## src/design/selective_repeat_sender_top_macros.svh

```systemverilog
// ---------------------------------------------------------------------------
// selective repeat sender assertion macros
// concurrent check helpers, empty when SYNTH is defined
// ---------------------------------------------------------------------------
`ifndef SELECTIVE_REPEAT_SENDER_TOP_MACROS_SVH
`define SELECTIVE_REPEAT_SENDER_TOP_MACROS_SVH
`ifndef SYNTH
`define SRS_ASSERT_NOW(lbl, ante, cons) \
	lbl: assert property (@(posedge clk) disable iff (!arst_n) (ante) |-> (cons)) \
		else $error("srs same-cycle check failed");
`define SRS_ASSERT_NEXT(lbl, ante, cons) \
	lbl: assert property (@(posedge clk) disable iff (!arst_n) (ante) |=> (cons)) \
		else $error("srs next-cycle check failed");
`else
`define SRS_ASSERT_NOW(lbl, ante, cons)
`define SRS_ASSERT_NEXT(lbl, ante, cons)
`endif
`endif

```

## src/design/srs_pkg.sv

```systemverilog
// ---------------------------------------------------------------------------
// srs_pkg
// shared types, codes, checksum and window helpers of the selective repeat sender
// ---------------------------------------------------------------------------
`default_nettype none
package srs_pkg;
	localparam logic [1:0] CMD_LOAD    = 2'd0;
	localparam logic [1:0] CMD_ACK     = 2'd1;
	localparam logic [1:0] CMD_TIMEOUT = 2'd2;

	localparam logic [1:0] EV_NEW  = 2'd0;
	localparam logic [1:0] EV_RETX = 2'd1;
	localparam logic [1:0] EV_DONE = 2'd2;
	localparam logic [1:0] EV_FAIL = 2'd3;

	localparam logic [1:0] CFG_WINDOW  = 2'd0;
	localparam logic [1:0] CFG_TIMEOUT = 2'd1;
	localparam logic [1:0] CFG_RETRIES = 2'd2;

	localparam logic [7:0] DATA_FLAG = 8'h08;
	localparam int         ACK_BIT   = 1;
	localparam logic [4:0] WIN_MAX   = 5'd16;

	typedef struct packed {
		logic        acked;
		logic [3:0]  retry;
		logic [15:0] stamp;
	} ent_t;

	typedef struct packed {
		logic [1:0]  kind;
		logic [7:0]  seq;
		logic [7:0]  flags;
		logic        len;
		logic [7:0]  data;
		logic [15:0] sum;
	} result_t;

	typedef struct packed {
		logic prod;
		logic fin;
	} push_t;

	// five bytes never exceed 16 bits, so no fold is needed
	function automatic logic [15:0] pkt_sum(input logic [7:0] s, input logic [7:0] a,
		input logic [7:0] f, input logic [7:0] l, input logic [7:0] d);
		logic [15:0] t;
		t = 16'(s) + 16'(a) + 16'(f) + 16'(l) + 16'(d);
		return ~t;
	endfunction

	function automatic logic [4:0] eff_win(input logic [4:0] w);
		logic [4:0] r;
		r = w;
		if (w == 5'd0) r = 5'd1;
		else if (w > WIN_MAX) r = WIN_MAX;
		return r;
	endfunction
endpackage
`default_nettype wire

```

## src/design/srs_outq.sv

```systemverilog
// ---------------------------------------------------------------------------
// srs_outq
// one pending result plus the output register; last is set on the pending
// result once the sequencer says the item is finished
// ---------------------------------------------------------------------------
`default_nettype none
module srs_outq
	import srs_pkg::*;
(
	input  wire logic    clk,
	input  wire logic    arst_n,
	input  wire push_t   ctl,
	input  wire result_t beat,
	output logic         pend_v,
	output logic         m_tvalid,
	input  wire logic    m_tready,
	output logic [47:0]  m_tdata,  // tx_seq, tx_flags, tx_len, tx_data, tx_checksum, pad
	output logic [1:0]   m_tuser,  // event_kind
	output logic         m_tlast   // last_result
);
	result_t pend_q, out_q;
	logic    pend_v_q, out_v_q, out_last_q;

	always_ff @(posedge clk or negedge arst_n) begin
		if (!arst_n) begin
			pend_v_q <= 1'b0;
			out_v_q  <= 1'b0;
		end else begin
			if (out_v_q && m_tready) out_v_q <= 1'b0;
			if (ctl.prod) begin
				if (pend_v_q) out_v_q <= 1'b1;
				pend_v_q <= 1'b1;
			end else if (ctl.fin && pend_v_q) begin
				out_v_q  <= 1'b1;
				pend_v_q <= 1'b0;
			end
		end
	end

	always_ff @(posedge clk) begin
		if (ctl.prod) begin
			pend_q <= beat;
			if (pend_v_q) begin
				out_q      <= pend_q;
				out_last_q <= 1'b0;
			end
		end else if (ctl.fin && pend_v_q) begin
			out_q      <= pend_q;
			out_last_q <= 1'b1;
		end
	end

	assign pend_v   = pend_v_q;
	assign m_tvalid = out_v_q;
	assign m_tuser  = out_q.kind;
	assign m_tlast  = out_last_q;
	assign m_tdata  = {7'd0, out_q.sum, out_q.data, out_q.len, out_q.flags, out_q.seq};
endmodule
`default_nettype wire

```

## config.mk

```make
export PLATFORM = sky130hd
export DESIGN_NAME = srs_outq
export DESIGN_NICKNAME = d
export VERILOG_FILES = /design/src/design/selective_repeat_sender_top_macros.svh /design/src/design/srs_pkg.sv /design/src/design/srs_outq.sv
export SDC_FILE = /design/constraint.sdc
export NUM_CORES = 1
export LEC_CHECK = 0
export ABC_AREA = 1
export BUFFER_PORTS_ARGS = -buffer_cell sky130_fd_sc_hd__buf_4
export CAP_MARGIN = 5
export CORE_ASPECT_RATIO = 0.6
export CORE_MARGIN = 2
export CORE_UTILIZATION = 52
export DETAILED_ROUTE_END_ITERATION = 7
export GPL_TIMING_DRIVEN = 1
export HOLD_SLACK_MARGIN = 0.02
export PLACE_DENSITY = 0.93
export SETUP_SLACK_MARGIN = 0.2
export SYNTH_ARGS = -nofsm -noshare
export SYNTH_HDL_FRONTEND = slang
export SYNTH_SLANG_ARGS = --single-unit
```

## constraint.sdc

```tcl
create_clock -name clk -period 3.7 [get_ports clk]
set_input_delay 0.925 -clock clk [delete_from_list [all_inputs] [get_ports clk]]
set_output_delay 0.925 -clock clk [all_outputs]
set_load 0.05 [all_outputs]
```

Word level (Yosys, flattened, before mapping)
Index checks and enable logic that the tools add are counted.
Storage, ports and cells
  memories kept: 0
  latch bits: 0
  ROM bits: 0
  output and inout bits: 53
  bits in registers: 89
  word-level logic and storage cells: 32
  bits of input ports: 48
  RAM bits: 0
Operators by class
  equality and inequality tests: 1
  mux-type cells: 12
  $lt $le $gt $ge: 0
  $add $sub $neg: 0
  bitwise operators: 0
  div/mod/pow operators: 0
  reduce and logical (&&, ||, !) cells: 4
  multipliers: 0
  shift operators: 0
Operators by type and width (number)
  $mux 43: 3
  $mux 1: 9
  $logic_and 1x1->1: 2
  $ne 2x1->1 const B: 1
  $reduce_and 2->1: 1
  $reduce_bool 2->1: 1

Depth between registers and ports, before layout
  depth in word-level cells: 4
  mapped depth: 3
  depth with buffers taken out: 3

Least setup slack after synthesis
No wires, ideal clock.
  kind: input port to flip-flop
  start: in ctl[1] (netlist bit)
  end: reg out_q, in the netlist m_tdata[0] (enable)
  required time: 3.302 ns
  library setup time: 0.398 ns
  arrival time: 1.867 ns
  stages on the path: 2
  path slack: 1.434 ns
  cell sequence: o21ai_2 -> inv_1
On the way
  cells in the longest elaborated chain, start to end: 2
  elaborated cells between the ends (all ways): 3
  those cells by class: eq/ne: 1; reduce/logical: 2
Ends and longest elaborated chain
  start: declaration: RTL line srs_outq.sv:12  | input wire push_t ctl,
  $ne 2x1->1 (no line) or $reduce_bool 2->1 (tied branches)
  $reduce_and 2->1 (no line) (*)
  end signal: assignment: RTL line srs_outq.sv:44  | out_q <= pend_q;
  end signal: assignment: RTL line srs_outq.sv:48  | out_q <= pend_q;
  end: declaration: RTL line srs_outq.sv:21  | result_t pend_q, out_q;
Every way passes the cells marked *; elsewhere a longest branch is shown, timed or not.
A chain may end at the register's enable or synchronous reset.

Worst setup path in the final report
  start: reg pend_v_q (netlist: pend_v)
  end: out pend_v
RTL lines
  start: declaration: RTL line srs_outq.sv:22  | logic pend_v_q, out_v_q, out_last_q;
  start signal: assignment: RTL line srs_outq.sv:26  | pend_v_q <= 1'b0;
  start signal: assignment: RTL line srs_outq.sv:32  | pend_v_q <= 1'b1;
  start signal: assignment: RTL line srs_outq.sv:35  | pend_v_q <= 1'b0;
  end: declaration: RTL line srs_outq.sv:14  | output logic pend_v,
No word-level cell between the ends.

==> impl_summary.log <==
[metrics] CTS Sinks: 89
[metrics] number of warnings reported in the yosys synthesis log: 0
[metrics] Layout Area Growth over Synthesis: 34.60%
[metrics] endpoint required time on the critical path: 2.77 ns
[metrics] ys flop type: sky130_fd_sc_hd__edfxtp_1
[metrics] fraction of post-synthesis cell area in the top cell type by area: 94.69%
[metrics] post-route cell area: 3714 um^2
[metrics] most frequently used cell type in the post-synthesis netlist: sky130_fd_sc_hd__edfxtp_1
[metrics] clock-pin slew on the worst setup and hold paths: 0.07 ns
[metrics] minimum setup slack after placement: between 1.5 and 2 ns
[metrics] startpoint kind of the worst setup timing path: flip-flop
[metrics] slowest cell on the critical path: sky130_fd_sc_hd__dfrtp_1
[metrics] placed wire-length estimate after detailed placement: 2957 um
[metrics] die span in y: 60.42 um
[metrics] area enclosed by the die boundary: 5923 um^2
[metrics] biggest area contributors in the synthesized netlist: sky130_fd_sc_hd__edfxtp_1 (95%), sky130_fd_sc_hd__buf_4 (1.9%), sky130_fd_sc_hd__dfrtp_1 (1.8%)
[metrics] relative slew slack: roughly two fifths
[metrics] antenna viol nets, final: 0
[metrics] master cell of the clock root buffer: sky130_fd_sc_hd__clkbuf_8
[metrics] length in cells of the worst reg-to-reg path: 2
[metrics] average routed wire per standard cell: 15.35 um
[metrics] class of the most critical hold timing path: primary input to asynchronous set/reset pin
[metrics] diodes inserted: 0
[metrics] cell count along the critical path: 1
[metrics] utilization after layout: 73.10%
[metrics] part of the cycle the worst path needs: 50.75%
[metrics] worst path arrival time: 0.95 ns
[metrics] family of cells with the greatest summed delay on the critical path: flip-flops
[metrics] PD cells: ~590 nW/um^2
[metrics] starting density of the core: 54.31%
[metrics] cell leakage power: 1.479 nW
[metrics] drt first-iter violations: 60
[metrics] # port buffers: 93
[metrics] initial antenna violation count: 0
[metrics] fill count: approximately 300
[metrics] post-detailed-routing wire length: 4267 um
[metrics] CTS tree: built
[metrics] Longest Clk Path Bufs: 2
[metrics] count of nets after finishing: 257
[metrics] number of standard-cell rows in the floorplan: 20
[metrics] Min Clock Period, post-route: 1.878 ns
[metrics] part of the Yosys area used for sequential elements: 96.51%
[metrics] later-pin clock latency in the skew report: approximately 0.33 ns
[metrics] count of different cell masters after synthesis: 7
[metrics] critical path fanouts, max: 3
[metrics] H-tree level count: 3
[metrics] max-slew violations: 0
[metrics] CP bufs+invs: 1
[metrics] cell-by-cell trace of the critical path: buf_4
[metrics] RSZ-0062 raised after global routing: false
[metrics] overall die width: 98.04 um
[metrics] transition time at the pin with the least slew margin: 0.8737 ns
[metrics] max-cap violation count: 0
[metrics] status: complete, no violations
[metrics] crit end category: output pin
[metrics] wire length of the first global-routing pass: 6299 um
[metrics] overflow left after global routing: 0
[metrics] number of instances in the synthesized netlist: 105
[metrics] share of layout cells above drive strength 1: 51.42%
[metrics] All-Layer GR Usage: 15.49%
[metrics] core area: 5080 um^2
[metrics] total of hold buffers inserted after clock tree synthesis: 0
[metrics] final setup violation count: 0
[metrics] sequential cell area: 2663 um^2
[metrics] Gates resized, CTS repair: 0
[metrics] average cell area after synthesis: 26.28 um^2
[metrics] maximum vdd ir drop: 0.0003521 V
[metrics] area of the multi-input gates: 51.30 um^2
[metrics] number of buffers inserted by post-CTS setup repair: 0
[metrics] asr flop ratio synth: roughly 2.2%
[metrics] number of flops mapped to enable cells by yosys: 87
[metrics] Hold Fails Final Rpt: 0
[metrics] overall power of the completed layout: 2.181 mW
[metrics] setup TNS after final layout: 0 ns
[metrics] post-placement cell area: 3517 um^2
[metrics] leading area contributor after synthesis: sky130_fd_sc_hd__edfxtp_1
[metrics] vias in the first global route: 1245
[metrics] count of pins on the block boundary: 101
[metrics] length of the first detailed-routing pass in iterations: 5
[metrics] final cell count without fillers: 278
[metrics] post-route worst hold slack: 0.3613 ns
[metrics] final weighted congestion of routability-driven global placement: between 0.6 and 0.7
[metrics] f_max: approximately 530 MHz
[metrics] clock skew: 0.004371 ns
[metrics] number of register bits inferred by synthesis: 89
[metrics] category of the critical setup timing path: flip-flop to output pin
[metrics] pin count of the biggest net entering global routing: 45
[metrics] worst setup margin: ~1.8 ns
[metrics] post-DR vias/cell: between 4 and 5
[metrics] count of vias placed by the detailed router: 1275
[metrics] Critical Path Max Stage Delay: 0.42 ns
[metrics] # placed instances: 264
[metrics] top cells by count, synth: sky130_fd_sc_hd__edfxtp_1 (87), sky130_fd_sc_hd__buf_4 (7), sky130_fd_sc_hd__inv_1 (4)
[metrics] total CTS buffers: 9
[metrics] DRC violations left: 0
[metrics] synthesized cell area: 2759 um^2
flip-flops by register name (all words and copies together) (netlist names):
| signal | flops |
|---|---|
| m_tvalid | 1 |
| m_tuser | 2 |
| m_tdata | 41 |
| pend_v | 1 |
| pend_q | 43 |
| m_tlast | 1 |
power breakdown:
part / leakage [nW] / switching [mW] / internal (mW) / total, mW
logic: 0.506 / 0.215 / 0.0848 / 0.299
registers: 0.873 / 0.0232 / 1.20 / 1.23
clock network: 0.100 / 0.286 / 0.367 / 0.653
worst paths after layout:
path,start,slack (ns),to
hold reg to reg,pend_q[31],0.42,m_tdata[14]
min in group clk,pend_q[31],0.42,m_tdata[14]
hold / removal,arst_n,0.36,pend_v
max in group asynchronous,arst_n,3.25,m_tvalid
setup / recovery,pend_v,1.82,pend_v
setup reg to reg,pend_v,2.20,m_tdata[31]
per-layer routing:
metal	vias up	global-route usage, %	wire length, um
met2	73	22.80	1950
met4	0	7.738	43
met1	602	18.23	1719
li1	596	-	-
met3	4	9.793	553
met5	-	0	0
placed cells by master, fill, tap and decap left out, drive strengths merged:
master  instances
clkbuf          9
clkinv          3
buf            94
conb            7
dfrtp           2
nand2           2
o21ai           2
inv             4
edfxtp         87
bufinv          2
area by class of cell:
cell class                 count  share of cell area, %
sequential                    89                  71.70
timing repair buffer          94                  19.00
inverter                       4                 0.4043
tap                           66                  2.224
clock inverter                 5                  1.954
clock buffer                   9                  3.336
multi-input combinational     11                  1.381
cell families after synthesis:
family / share of synthesized area (%)
buffers and inverters: 2.449
DFF: 96.51
AOI/OAI and AO/OA: 0.6350
other: 0.1359
and+or+nand+nor: 0.2722
Note: power is estimated with default switching activity, not from simulation.
