<file path="config.mk">
export PLATFORM = sky130hd
export DESIGN_NAME = srs_ram
export DESIGN_NICKNAME = d
export VERILOG_FILES = /design/src/design/selective_repeat_sender_top_macros.svh /design/src/design/srs_ram.sv
export SDC_FILE = /design/constraint.sdc
export NUM_CORES = 1
export LEC_CHECK = 0
export BUFFER_PORTS_ARGS = -buffer_cell sky130_fd_sc_hd__buf_2
export CAP_MARGIN = 20
export CORE_ASPECT_RATIO = 1.25
export CORE_UTILIZATION = 45
export CTS_BUF_LIST = sky130_fd_sc_hd__clkbuf_8
export DETAILED_ROUTE_END_ITERATION = 6
export GPL_ROUTABILITY_DRIVEN = 0
export MAX_ROUTING_LAYER = met4
export PLACE_DENSITY = 0.58
export SYNTH_ARGS = -nofsm -noshare
export SYNTH_HDL_FRONTEND = slang
export SYNTH_SLANG_ARGS = --single-unit
</file>
<file path="constraint.sdc">
create_clock -name clk -period 3.9 [get_ports clk]
set_input_delay 0.585 -clock clk [delete_from_list [all_inputs] [get_ports clk]]
set_output_delay 0.585 -clock clk [all_outputs]
set_load 0.02 [all_outputs]
</file>
<file path="src/design/selective_repeat_sender_top_macros.svh">
// ---------------------------------------------------------------------------
// selective repeat sender assertion macros
// concurrent check helpers, empty when SYNTH is defined
// ---------------------------------------------------------------------------
`ifndef SELECTIVE_REPEAT_SENDER_TOP_MACROS_SVH
`define SELECTIVE_REPEAT_SENDER_TOP_MACROS_SVH
`ifndef SYNTH
`define SRS_ASSERT_NOW(lbl, ante, cons) \
	lbl: assert property (@(posedge clk) disable iff (!arst_n) (ante) |-> (cons)) \
		else $error("srs same-cycle check failed");
`define SRS_ASSERT_NEXT(lbl, ante, cons) \
	lbl: assert property (@(posedge clk) disable iff (!arst_n) (ante) |=> (cons)) \
		else $error("srs next-cycle check failed");
`else
`define SRS_ASSERT_NOW(lbl, ante, cons)
`define SRS_ASSERT_NEXT(lbl, ante, cons)
`endif
`endif

</file>
<file path="src/design/srs_ram.sv">
// ---------------------------------------------------------------------------
// srs_ram
// generic single write, single read ram with registered read data
// ---------------------------------------------------------------------------
`default_nettype none
module srs_ram #(
	parameter int W = 8,
	parameter int D = 128,
	localparam int AW = (D > 1) ? $clog2(D) : 1
) (
	input  wire logic          clk,
	input  wire logic          we,
	input  wire logic [AW-1:0] waddr,
	input  wire logic [W-1:0]  wdata,
	input  wire logic [AW-1:0] raddr,
	output logic      [W-1:0]  rdata
);
	logic [W-1:0] mem [D];

	always_ff @(posedge clk) begin
		if (we) mem[waddr] <= wdata;
		rdata <= mem[raddr];
	end
endmodule
`default_nettype wire

</file>
# After elaboration in Yosys (flattened, before gate mapping)
# Memories as Yosys holds them, arrays and structs flattened. A register that Yosys moved wholly into a read port is not among the register bits.
# Index checks and enable logic that the tools add are counted.
dict set report op_classes {
  muxes 2
}
# operator n
set op_table {}
lappend op_table {{$mux W1} 2}
dict set report totals {
  regBits 0
  mem_bits_rw 1024
  inputBits 24
  out_inout_bits 8
  wordCells 3
  n_memories 1
}
# name words word_bits rd rd_ports_with_merged_regs write_ports line_no
set memory_table {}
lappend memory_table {mem 128 8 1 1 1 srs_ram.sv:18} ;# logic [W-1:0] mem [D];

# Longest topological paths before layout
# Gate-level depths: netlist of run 1.
dict set report logic_depth {
  depth_word 2
  depth_mapped 7
}

# Worst setup path after synthesis of run 1
# No wires, ideal clock.
dict set report synth_path {
  kind {input-to-reg}
  startpoint {in raddr[0]}
  endpoint {reg rdata[0], read port of mem}
  setup_ps 121
  t_arrival_ps 2968
  setup_slack_ps 811
  cell_stages 6
  cell_sequence {clkbuf_1 > buf_1 > mux4_2 > mux4_2 > mux4_2 > mux2_2}
}
# element line_no
set synth_rtl {}
lappend synth_rtl {{start: declaration} srs_ram.sv:15} ;# input wire logic [AW-1:0] raddr,
lappend synth_rtl {{end: declaration} srs_ram.sv:16} ;# output logic [W-1:0] rdata

==> impl_metrics.env, run 1 <==
export IMPL_cts_root_buf="clkbuf_8"
export IMPL_die_x_um=268
export IMPL_synth_edf_count=1024
export IMPL_synth_top_area_share_pct=77.5
export IMPL_dp_final_hpwl_um=57700
export IMPL_synth_compound_area_share_pct=0
export IMPL_track_usage_pct=22.5
export IMPL_yosysMostFrequentCell="edfxtp_1"
export IMPL_r2r_slack_ns=1.40
export IMPL_synthTopCellsByCount="edfxtp_1 (1024), mux4_2 (336), nor2_1 (122), clkbuf_1 (44), buf_1 (18)"
export IMPL_holdPathStages=2
export IMPL_grt_max_degree=110
export IMPL_synth_xor_area_share_pct=0
export IMPL_power_mw=21.6
export IMPL_drv_cap=0
export IMPL_synth_area_leaders="edfxtp_1 (78%), mux4_2 (19%), nor2_1 (1.2%)"
export IMPL_drtAntennaViolNets=0
export IMPL_syn_nets=1659
export IMPL_power_leakage_nw=14.2
export IMPL_cts_tree="yes"
export IMPL_cellPowerDensity_nw_per_um2=480
export IMPL_final_nets=1893
export IMPL_post_cts_buffers=0
export IMPL_routedWlPerCell_um=29.4
export IMPL_synth_flop_cell="edfxtp_1"
export IMPL_grt_pass1_wl_um=136000
export IMPL_yosysSeqAreaShare_pct=77.9
export IMPL_viasPerCell=5.74
export IMPL_core_area_um2=87200
export IMPL_synthCells=1635
export IMPL_tightest_slew_ns=1.12
export IMPL_slew_viol_final=0
export IMPL_grt_pass1_vias=18998
export IMPL_rows=121
export IMPL_setup_viol=0
export IMPL_placed_cell_area_um2=42200
export IMPL_vias=18157
export IMPL_drive_gt1_share_pct=35.1
export IMPL_htree_levels=4
export IMPL_yosysTopAreaCell="edfxtp_1"
export IMPL_clock_sinks=1032
export IMPL_drt_wl_total_um=93200
export IMPL_start_kind="input port"
export IMPL_cts_buffers=155
export IMPL_fin_skew_ns=0.0343
export IMPL_synthArstFlopShare_pct=0
export IMPL_outcome="complete, no violations"
export IMPL_worst_r2r_path_depth=4
export IMPL_ys_warn_count=0
export IMPL_portBuffers=31
export IMPL_synth_seq_cells=1032
export IMPL_die_area_um2=89300
export IMPL_hold_path_class="input port to register"
export IMPL_crit_required_ns=4.60
export IMPL_synth_cell_types=17
export IMPL_fin_crit_ns=2.58
export IMPL_drt_iter0_markers=1834
export IMPL_drc=0
export IMPL_synthSimpleGateAreaFrac_pct=1.76
export IMPL_start_util_pct=45.5
export IMPL_drtPass1Iterations=5
export IMPL_area_growth_pct=13.6
export IMPL_grt_ovfl_total=0
export IMPL_cts_max_path_buffers=3
export IMPL_ioPinCount=32
export IMPL_slew_limit_headroom_pct=24.8
export IMPL_syn_area_per_cell_um2=24.3
export IMPL_antenna_found_initial=10
export IMPL_synth_area_um2=39700
export IMPL_ir_drop_mv=0.230
export IMPL_synth_fa_ha_area_share_pct=0
export IMPL_die_h_um=334
export IMPL_cts_resized=0
export IMPL_path_clk_slew_ns=0.07
export IMPL_synth_mux_area_share_pct=19.3
export IMPL_synth_top_family_by_area="multiplexers"
export IMPL_crit_fanout=17
export IMPL_finalCritPeriodShare_pct=66.1
export IMPL_hold_buffers=0
export IMPL_tns_ns=0
export IMPL_postLayoutCellArea_um2=45100
export IMPL_rsz0062_at_grt="no"
export IMPL_arrival_ns=3.28
export IMPL_critPathKind="input port to register"
export IMPL_finalHoldViolations=0
export IMPL_clk_latency_ns=0.82
export IMPL_cp_end_kind="register"
export IMPL_whs_ns=0.245
export IMPL_max_freq_mhz=388
## per-layer routing
metal | vias up | routed length [um] | GRT usage, %
li1 | 7522 | - | -
met1 | 9815 | 37100 | 29.2
met2 | 649 | 46500 | 34.8
met3 | 171 | 6720 | 5.45
met4 | 0 | 2800 | 7.77
met5 | - | 0 | -
## cells by family after synthesis
family | Yosys count
AND/OR/NAND/NOR | 170
multiplexers | 344
flip-flops | 1032
buffers and inverters | 89
## report_power, final
group	switching (mW)	leakage, nW	internal [mW]
registers	0.0285	9.27	12.2
clock network	4.07	1.65	4.12
logic	0.685	3.24	0.487
## registers in the layout (all words and copies together), names as in the netlist
signal / cells
rdata: 8
mem: 1024
## layout by cell type, fill, tap and decap left out, drive strengths merged
cell type | synthesis | final
inv | 0 | 64
nand3 | 12 | 12
clkinvlp | 0 | 4
nand2b | 2 | 2
edfxtp | 1024 | 1024
dfxtp | 8 | 8
or3 | 1 | 1
mux2 | 8 | 8
diode | 0 | 7
mux4 | 336 | 336
nor2 | 122 | 122
buf | 45 | 166
nand4 | 3 | 3
nor2b | 7 | 7
nor3 | 9 | 9
clkbuf | 44 | 158
bufinv | 0 | 5
clkinv | 0 | 47
nand2 | 14 | 14
## critical path, stage by stage
cell    delay (ns)
buf_8         0.23
buf_12        0.25
buf_12        0.21
mux4_2        0.52
mux4_2        0.57
mux4_2        0.53
mux2_2        0.30
## cell type report
class                      count  area [um^2]
antenna                        7         17.5
timing repair buffer         166         1500
clock inverter               120          661
multi-input combinational    514         8350
sequential                  1032        30900
fill                        6869        42100
clock buffer                 158         2170
tap                         1168         1460
## through the flow
stage	instances	worst slack, ns	utilization [%]
6_report	3165	1.32	51.7
5_1_grt	3165	1.29	51.7
4_1_cts	3157	1.38	51.6
3_5_place_dp	2879	0.484	48.4
3_3_place_gp	2879	0.480	48.4
2_1_floorplan	1635	0.811	-
## worst paths after layout
path	from	endpoint
worst max-delay path	raddr[0]	rdata[2]
worst min-delay path	raddr[5]	rdata[6]
worst max register to register	mem[95][0]	rdata[0]
worst min register to register	mem[111][7]	rdata[7]
No activity file was read; power rests on OpenSTA's default activity.
==> run 2: changes to the inputs <==
Clock period 3.9 ns to 2.49 ns, I/O delays scaled along.
==> impl_metrics.env, run 2 (synthesized netlist as in run 1, its figures left out) <==
export IMPL_final_nets=2013
export IMPL_drc=0
export IMPL_start_kind="register"
export IMPL_met2_usage_pct=36.1
export IMPL_post_place_cells=2996
export IMPL_clock_sinks=1032
export IMPL_grt_max_degree=129
export IMPL_drt_wl_total_um=94800
export IMPL_drive_gt1_share_pct=39.1
export IMPL_drtPass1Iterations=5
export IMPL_max_freq_mhz=408
export IMPL_grt_util_met3_pct=4.03
export IMPL_routedWlPerCell_um=28.8
export IMPL_crit_top_cell="mux4_2"
export IMPL_viasPerCell=5.66
export IMPL_die_area_um2=89300
export IMPL_final_cell_count_no_fill=3293
export IMPL_cts_tree="yes"
export IMPL_worst_r2r_path_depth=4
export IMPL_top_register="mem"
export IMPL_cp_end_kind="register"
export IMPL_htree_levels=4
export IMPL_tightest_slew_ns=0.802
export IMPL_arrival_ns=3.14
export IMPL_slew_viol_final=0
export IMPL_path_clk_slew_ns=0.06
export IMPL_r2r_start="mem[4][0]"
export IMPL_path_cells="mux4_2 -> mux4_2 -> mux4_2 -> mux2_2"
export IMPL_crit_fanout=2
export IMPL_hold_path_class="input port to register"
export IMPL_placed_cell_area_um2=43400
export IMPL_crit_required_ns=3.18
export IMPL_area_growth_pct=16.8
export IMPL_postLayoutCellArea_um2=46300
export IMPL_setup_viol=0
export IMPL_grt_pass1_wl_um=138000
export IMPL_antenna_found_initial=10
export IMPL_power_leakage_nw=14.9
export IMPL_outcome="complete, no violations"
export IMPL_clk_latency_ns=0.80
export IMPL_ir_drop_mv=0.558
export IMPL_cts_root_buf="clkbuf_8"
export IMPL_ioPinCount=32
export IMPL_top_regs="mem x1024, rdata x8"
export IMPL_grt_pass1_vias=19485
export IMPL_vias=18630
export IMPL_fin_crit_ns=2.45
export IMPL_drt_iter0_markers=1720
export IMPL_gr_max_usage_layer="met2"
export IMPL_start_util_pct=45.5
export IMPL_rows=121
export IMPL_fin_skew_ns=0.0321
export IMPL_dp_final_hpwl_um=61000
export IMPL_portBuffers=31
export IMPL_finalHoldViolations=0
export IMPL_drv_cap=0
export IMPL_critPathKind="register to register"
export IMPL_r2r_slack_ns=0.04
export IMPL_power_mw=34.1
export IMPL_holdPathStages=1
export IMPL_r2r_end="rdata[0]"
export IMPL_n_fill_cell=6782
export IMPL_cts_max_path_buffers=3
export IMPL_cp_slowest_cell="mux4_2"
export IMPL_rsz0062_at_grt="no"
export IMPL_slowest_delay_ns=0.61
export IMPL_min_from="wdata[2]"
export IMPL_cellPowerDensity_nw_per_um2=737
export IMPL_cts_buffers=156
export IMPL_finalCritPeriodShare_pct=98.4
export IMPL_die_x_um=268
export IMPL_final_common_cell="edfxtp_1"
export IMPL_post_cts_buffers=0
export IMPL_core_area_um2=87200
export IMPL_drtAntennaViolNets=0
export IMPL_largest_reg_flops=1024
export IMPL_die_h_um=334
export IMPL_grt_ovfl_total=0
export IMPL_slew_limit_headroom_pct=46.5
export IMPL_use_met1_pct=30.3
export IMPL_hold_end="mem[90][2]"
export IMPL_layout_cells_most_common_list="edfxtp_1 (1024), mux4_2 (336), buf_4 (213)"
export IMPL_track_usage_pct=22.8
-- run 2: where the power goes --
group / switching (mW) / internal, mW / leakage, nW
registers: 0.0571 / 19.2 / 9.27
logic: 1.13 / 0.889 / 3.96
clock network: 6.38 / 6.49 / 1.63
-- run 2: final cells by class --
class	instances	area, um^2	share of cell area [%]
multi-input cells	514	8350	18.0
flip-flops and latches	1032	30900	66.7
clock inverters	122	604	1.30
well taps	1168	1460	3.15
diodes	6	15.0	0.0324
repair buffers	285	2700	5.83
clock buffers	166	2280	4.93
-- run 2: layer usage --
layer | share of wire, % | vias to the layer above | routed length [um]
met1 | 42 | 10136 | 39400
met4 | 2.4 | 0 | 2260
met5 | 0 | - | 0
met3 | 5.4 | 129 | 5160
met2 | 51 | 592 | 48000
li1 | - | 7773 | -
-- run 2: worst max path at each step --
stage,start,endpoint
6_report,mem[4][0],rdata[0]
5_1_grt,mem[79][0],rdata[0]
4_1_cts,mem[79][0],rdata[0]
3_5_place_dp,raddr[0],rdata[0]
3_3_place_gp,raddr[0],rdata[0]
2_1_floorplan,raddr[0],rdata[0]
-- run 2: metrics by stage --
stage	setup TNS (ns)	worst slack, ns	hold WS (ns)	utilization (%)
after CTS	0	0.0249	0.00420	53.1
after floorplan	-0.669	-0.0836	0.472	-
final	0	0.0396	0.0788	53.1
after detailed placement	-4.43	-0.658	0.876	49.8
after global routing	0	0.0180	0.0455	53.1
after global placement	-4.43	-0.649	0.861	49.8
-- run 2: repair_timing --
item,CTS,global route
hold endpoints to repair,54,0
hold buffers,3,0
gates resized for setup,0,0
-- run 2: worst max-delay path: cells and delay by family, from the launching register on --
family	cells	cell delay [ns]
flip-flops	1	0.37
multiplexers	4	1.98
==> run 3: changes to the inputs <==
Settings changed: RECOVER_POWER set to 100.
==> impl_metrics.env, run 3 (synthesized netlist as in run 1, its figures left out) <==
export IMPL_vias=18723
export IMPL_ir_drop_mv=0.545
export IMPL_postLayoutCellArea_um2=45700
export IMPL_grt_ovfl_total=0
export IMPL_cts_buffers=156
export IMPL_critical_path_startpoint="mem[4][0]"
export IMPL_arrival_ns=3.14
export IMPL_grt_max_degree=129
export IMPL_max_freq_mhz=409
export IMPL_start_util_pct=45.5
export IMPL_drt_wl_total_um=95100
export IMPL_die_area_um2=89300
export IMPL_drtAntennaViolNets=0
export IMPL_cts_tree="yes"
export IMPL_top_register="mem"
export IMPL_track_usage_pct=22.8
export IMPL_finalCritPeriodShare_pct=98.2
export IMPL_violations="max-capacitance violations, max-slew violations"
export IMPL_finalHoldViolations=0
export IMPL_setup_viol=0
export IMPL_htree_levels=4
export IMPL_placed_cell_area_um2=43400
export IMPL_power_mw=34.1
export IMPL_clock_sinks=1032
export IMPL_start_kind="register"
export IMPL_cp_end_kind="register"
export IMPL_final_cell_count_no_fill=3293
export IMPL_drc=0
export IMPL_tightest_slew_ns=2.59
export IMPL_cts_resized=0
export IMPL_fin_skew_ns=0.0343
export IMPL_top_regs="mem x1024, rdata x8"
export IMPL_drt_iter0_markers=1609
export IMPL_crit_required_ns=3.18
export IMPL_drtPass1Iterations=7
export IMPL_crit_fanout=1
export IMPL_r2r_start="mem[4][0]"
export IMPL_slew_limit_headroom_pct=-72.8
export IMPL_final_common_cell="edfxtp_1"
export IMPL_grt_pass1_wl_um=138000
export IMPL_cts_max_path_buffers=3
export IMPL_largest_reg_flops=1024
export IMPL_rsz0062_at_grt="no"
export IMPL_layout_cells_most_common_list="edfxtp_1 (1024), mux4_2 (336), clkbuf_8 (166)"
export IMPL_clk_latency_ns=0.81
export IMPL_fin_crit_ns=2.44
export IMPL_portBuffers=31
export IMPL_post_place_cells=2996
export IMPL_min_from="raddr[5]"
export IMPL_final_nets=2013
export IMPL_antenna_found_initial=9
export IMPL_hold_path_class="input port to register"
export IMPL_die_x_um=268
export IMPL_viasPerCell=5.69
export IMPL_routedWlPerCell_um=28.9
export IMPL_ioPinCount=32
export IMPL_core_area_um2=87200
export IMPL_cellPowerDensity_nw_per_um2=747
export IMPL_path_clk_slew_ns=0.06
export IMPL_critPathKind="register to register"
export IMPL_hold_buffers=3
export IMPL_area_growth_pct=15.1
export IMPL_slew_viol_final=452
export IMPL_drive_gt1_share_pct=31.7
export IMPL_dp_final_hpwl_um=61000
export IMPL_cts_root_buf="clkbuf_8"
export IMPL_outcome="complete, but fails checks"
export IMPL_post_cts_buffers=0
export IMPL_drv_cap=12
export IMPL_rows=121
export IMPL_grt_pass1_vias=19485
export IMPL_power_leakage_nw=14.2
export IMPL_die_h_um=334
run 3: changes by cell type in the layout (fill, tap and decap cells not counted), sizes merged:
cell and change:
buf -178, clkbuf +178
run 3: per-stage QoR:
| stage | setup WS, ns | hold slack, ns | util, % | TNS, ns |
|---|---|---|---|---|
| 5_1_grt | 0.0180 | 0.0543 | 52.4 | 0 |
| 3_5_place_dp | -0.658 | 0.876 | 49.8 | -4.43 |
| 2_1_floorplan | -0.0836 | 0.472 | - | -0.669 |
| 6_report | 0.0454 | 0.0965 | 52.4 | 0 |
| 4_1_cts | 0.0249 | 0.00420 | 53.1 | 0 |
| 3_3_place_gp | -0.649 | 0.861 | 49.8 | -4.43 |
run 3: cell type report:
| type | count | area [um^2] |
|---|---|---|
| clock buffer | 166 | 2280 |
| clock inverter | 122 | 604 |
| multi-input combinational | 514 | 8350 |
| sequential | 1032 | 30900 |
| tap | 1168 | 1460 |
| antenna | 6 | 15.0 |
| timing repair buffer | 285 | 2030 |
| fill | 6932 | 41500 |
run 3: critical path: stages (launching register included):
cell      delay, ns
edfxtp_1       0.37
mux4_2         0.51
mux4_2         0.55
mux4_2         0.61
mux2_2         0.31
run 3: worst paths after layout:
kind | cells past startpoint | to | slack (ns)
worst max-delay path | 4 | rdata[0] | 0.05
worst min-delay path | 2 | rdata[3] | 0.1
worst max register to register | 4 | rdata[0] | 0.05
worst min register to register | 4 | rdata[0] | 1.12
run 3: routing by layer:
layer / global-route usage (%) / vias to the layer above / wire length, um
li1: - / 7784 / -
met1: 30.3 / 10157 / 38900
met2: 36.1 / 644 / 48100
met3: 4.03 / 138 / 5790
met4: 6.83 / 0 / 2290
met5: - / - / 0
run 3: report_power, final:
group	total [mW]	switching [mW]	leakage (nW)	internal, mW
clock network	12.9	6.37	1.63	6.49
logic	1.98	1.13	3.28	0.851
registers	19.3	0.0564	9.27	19.2
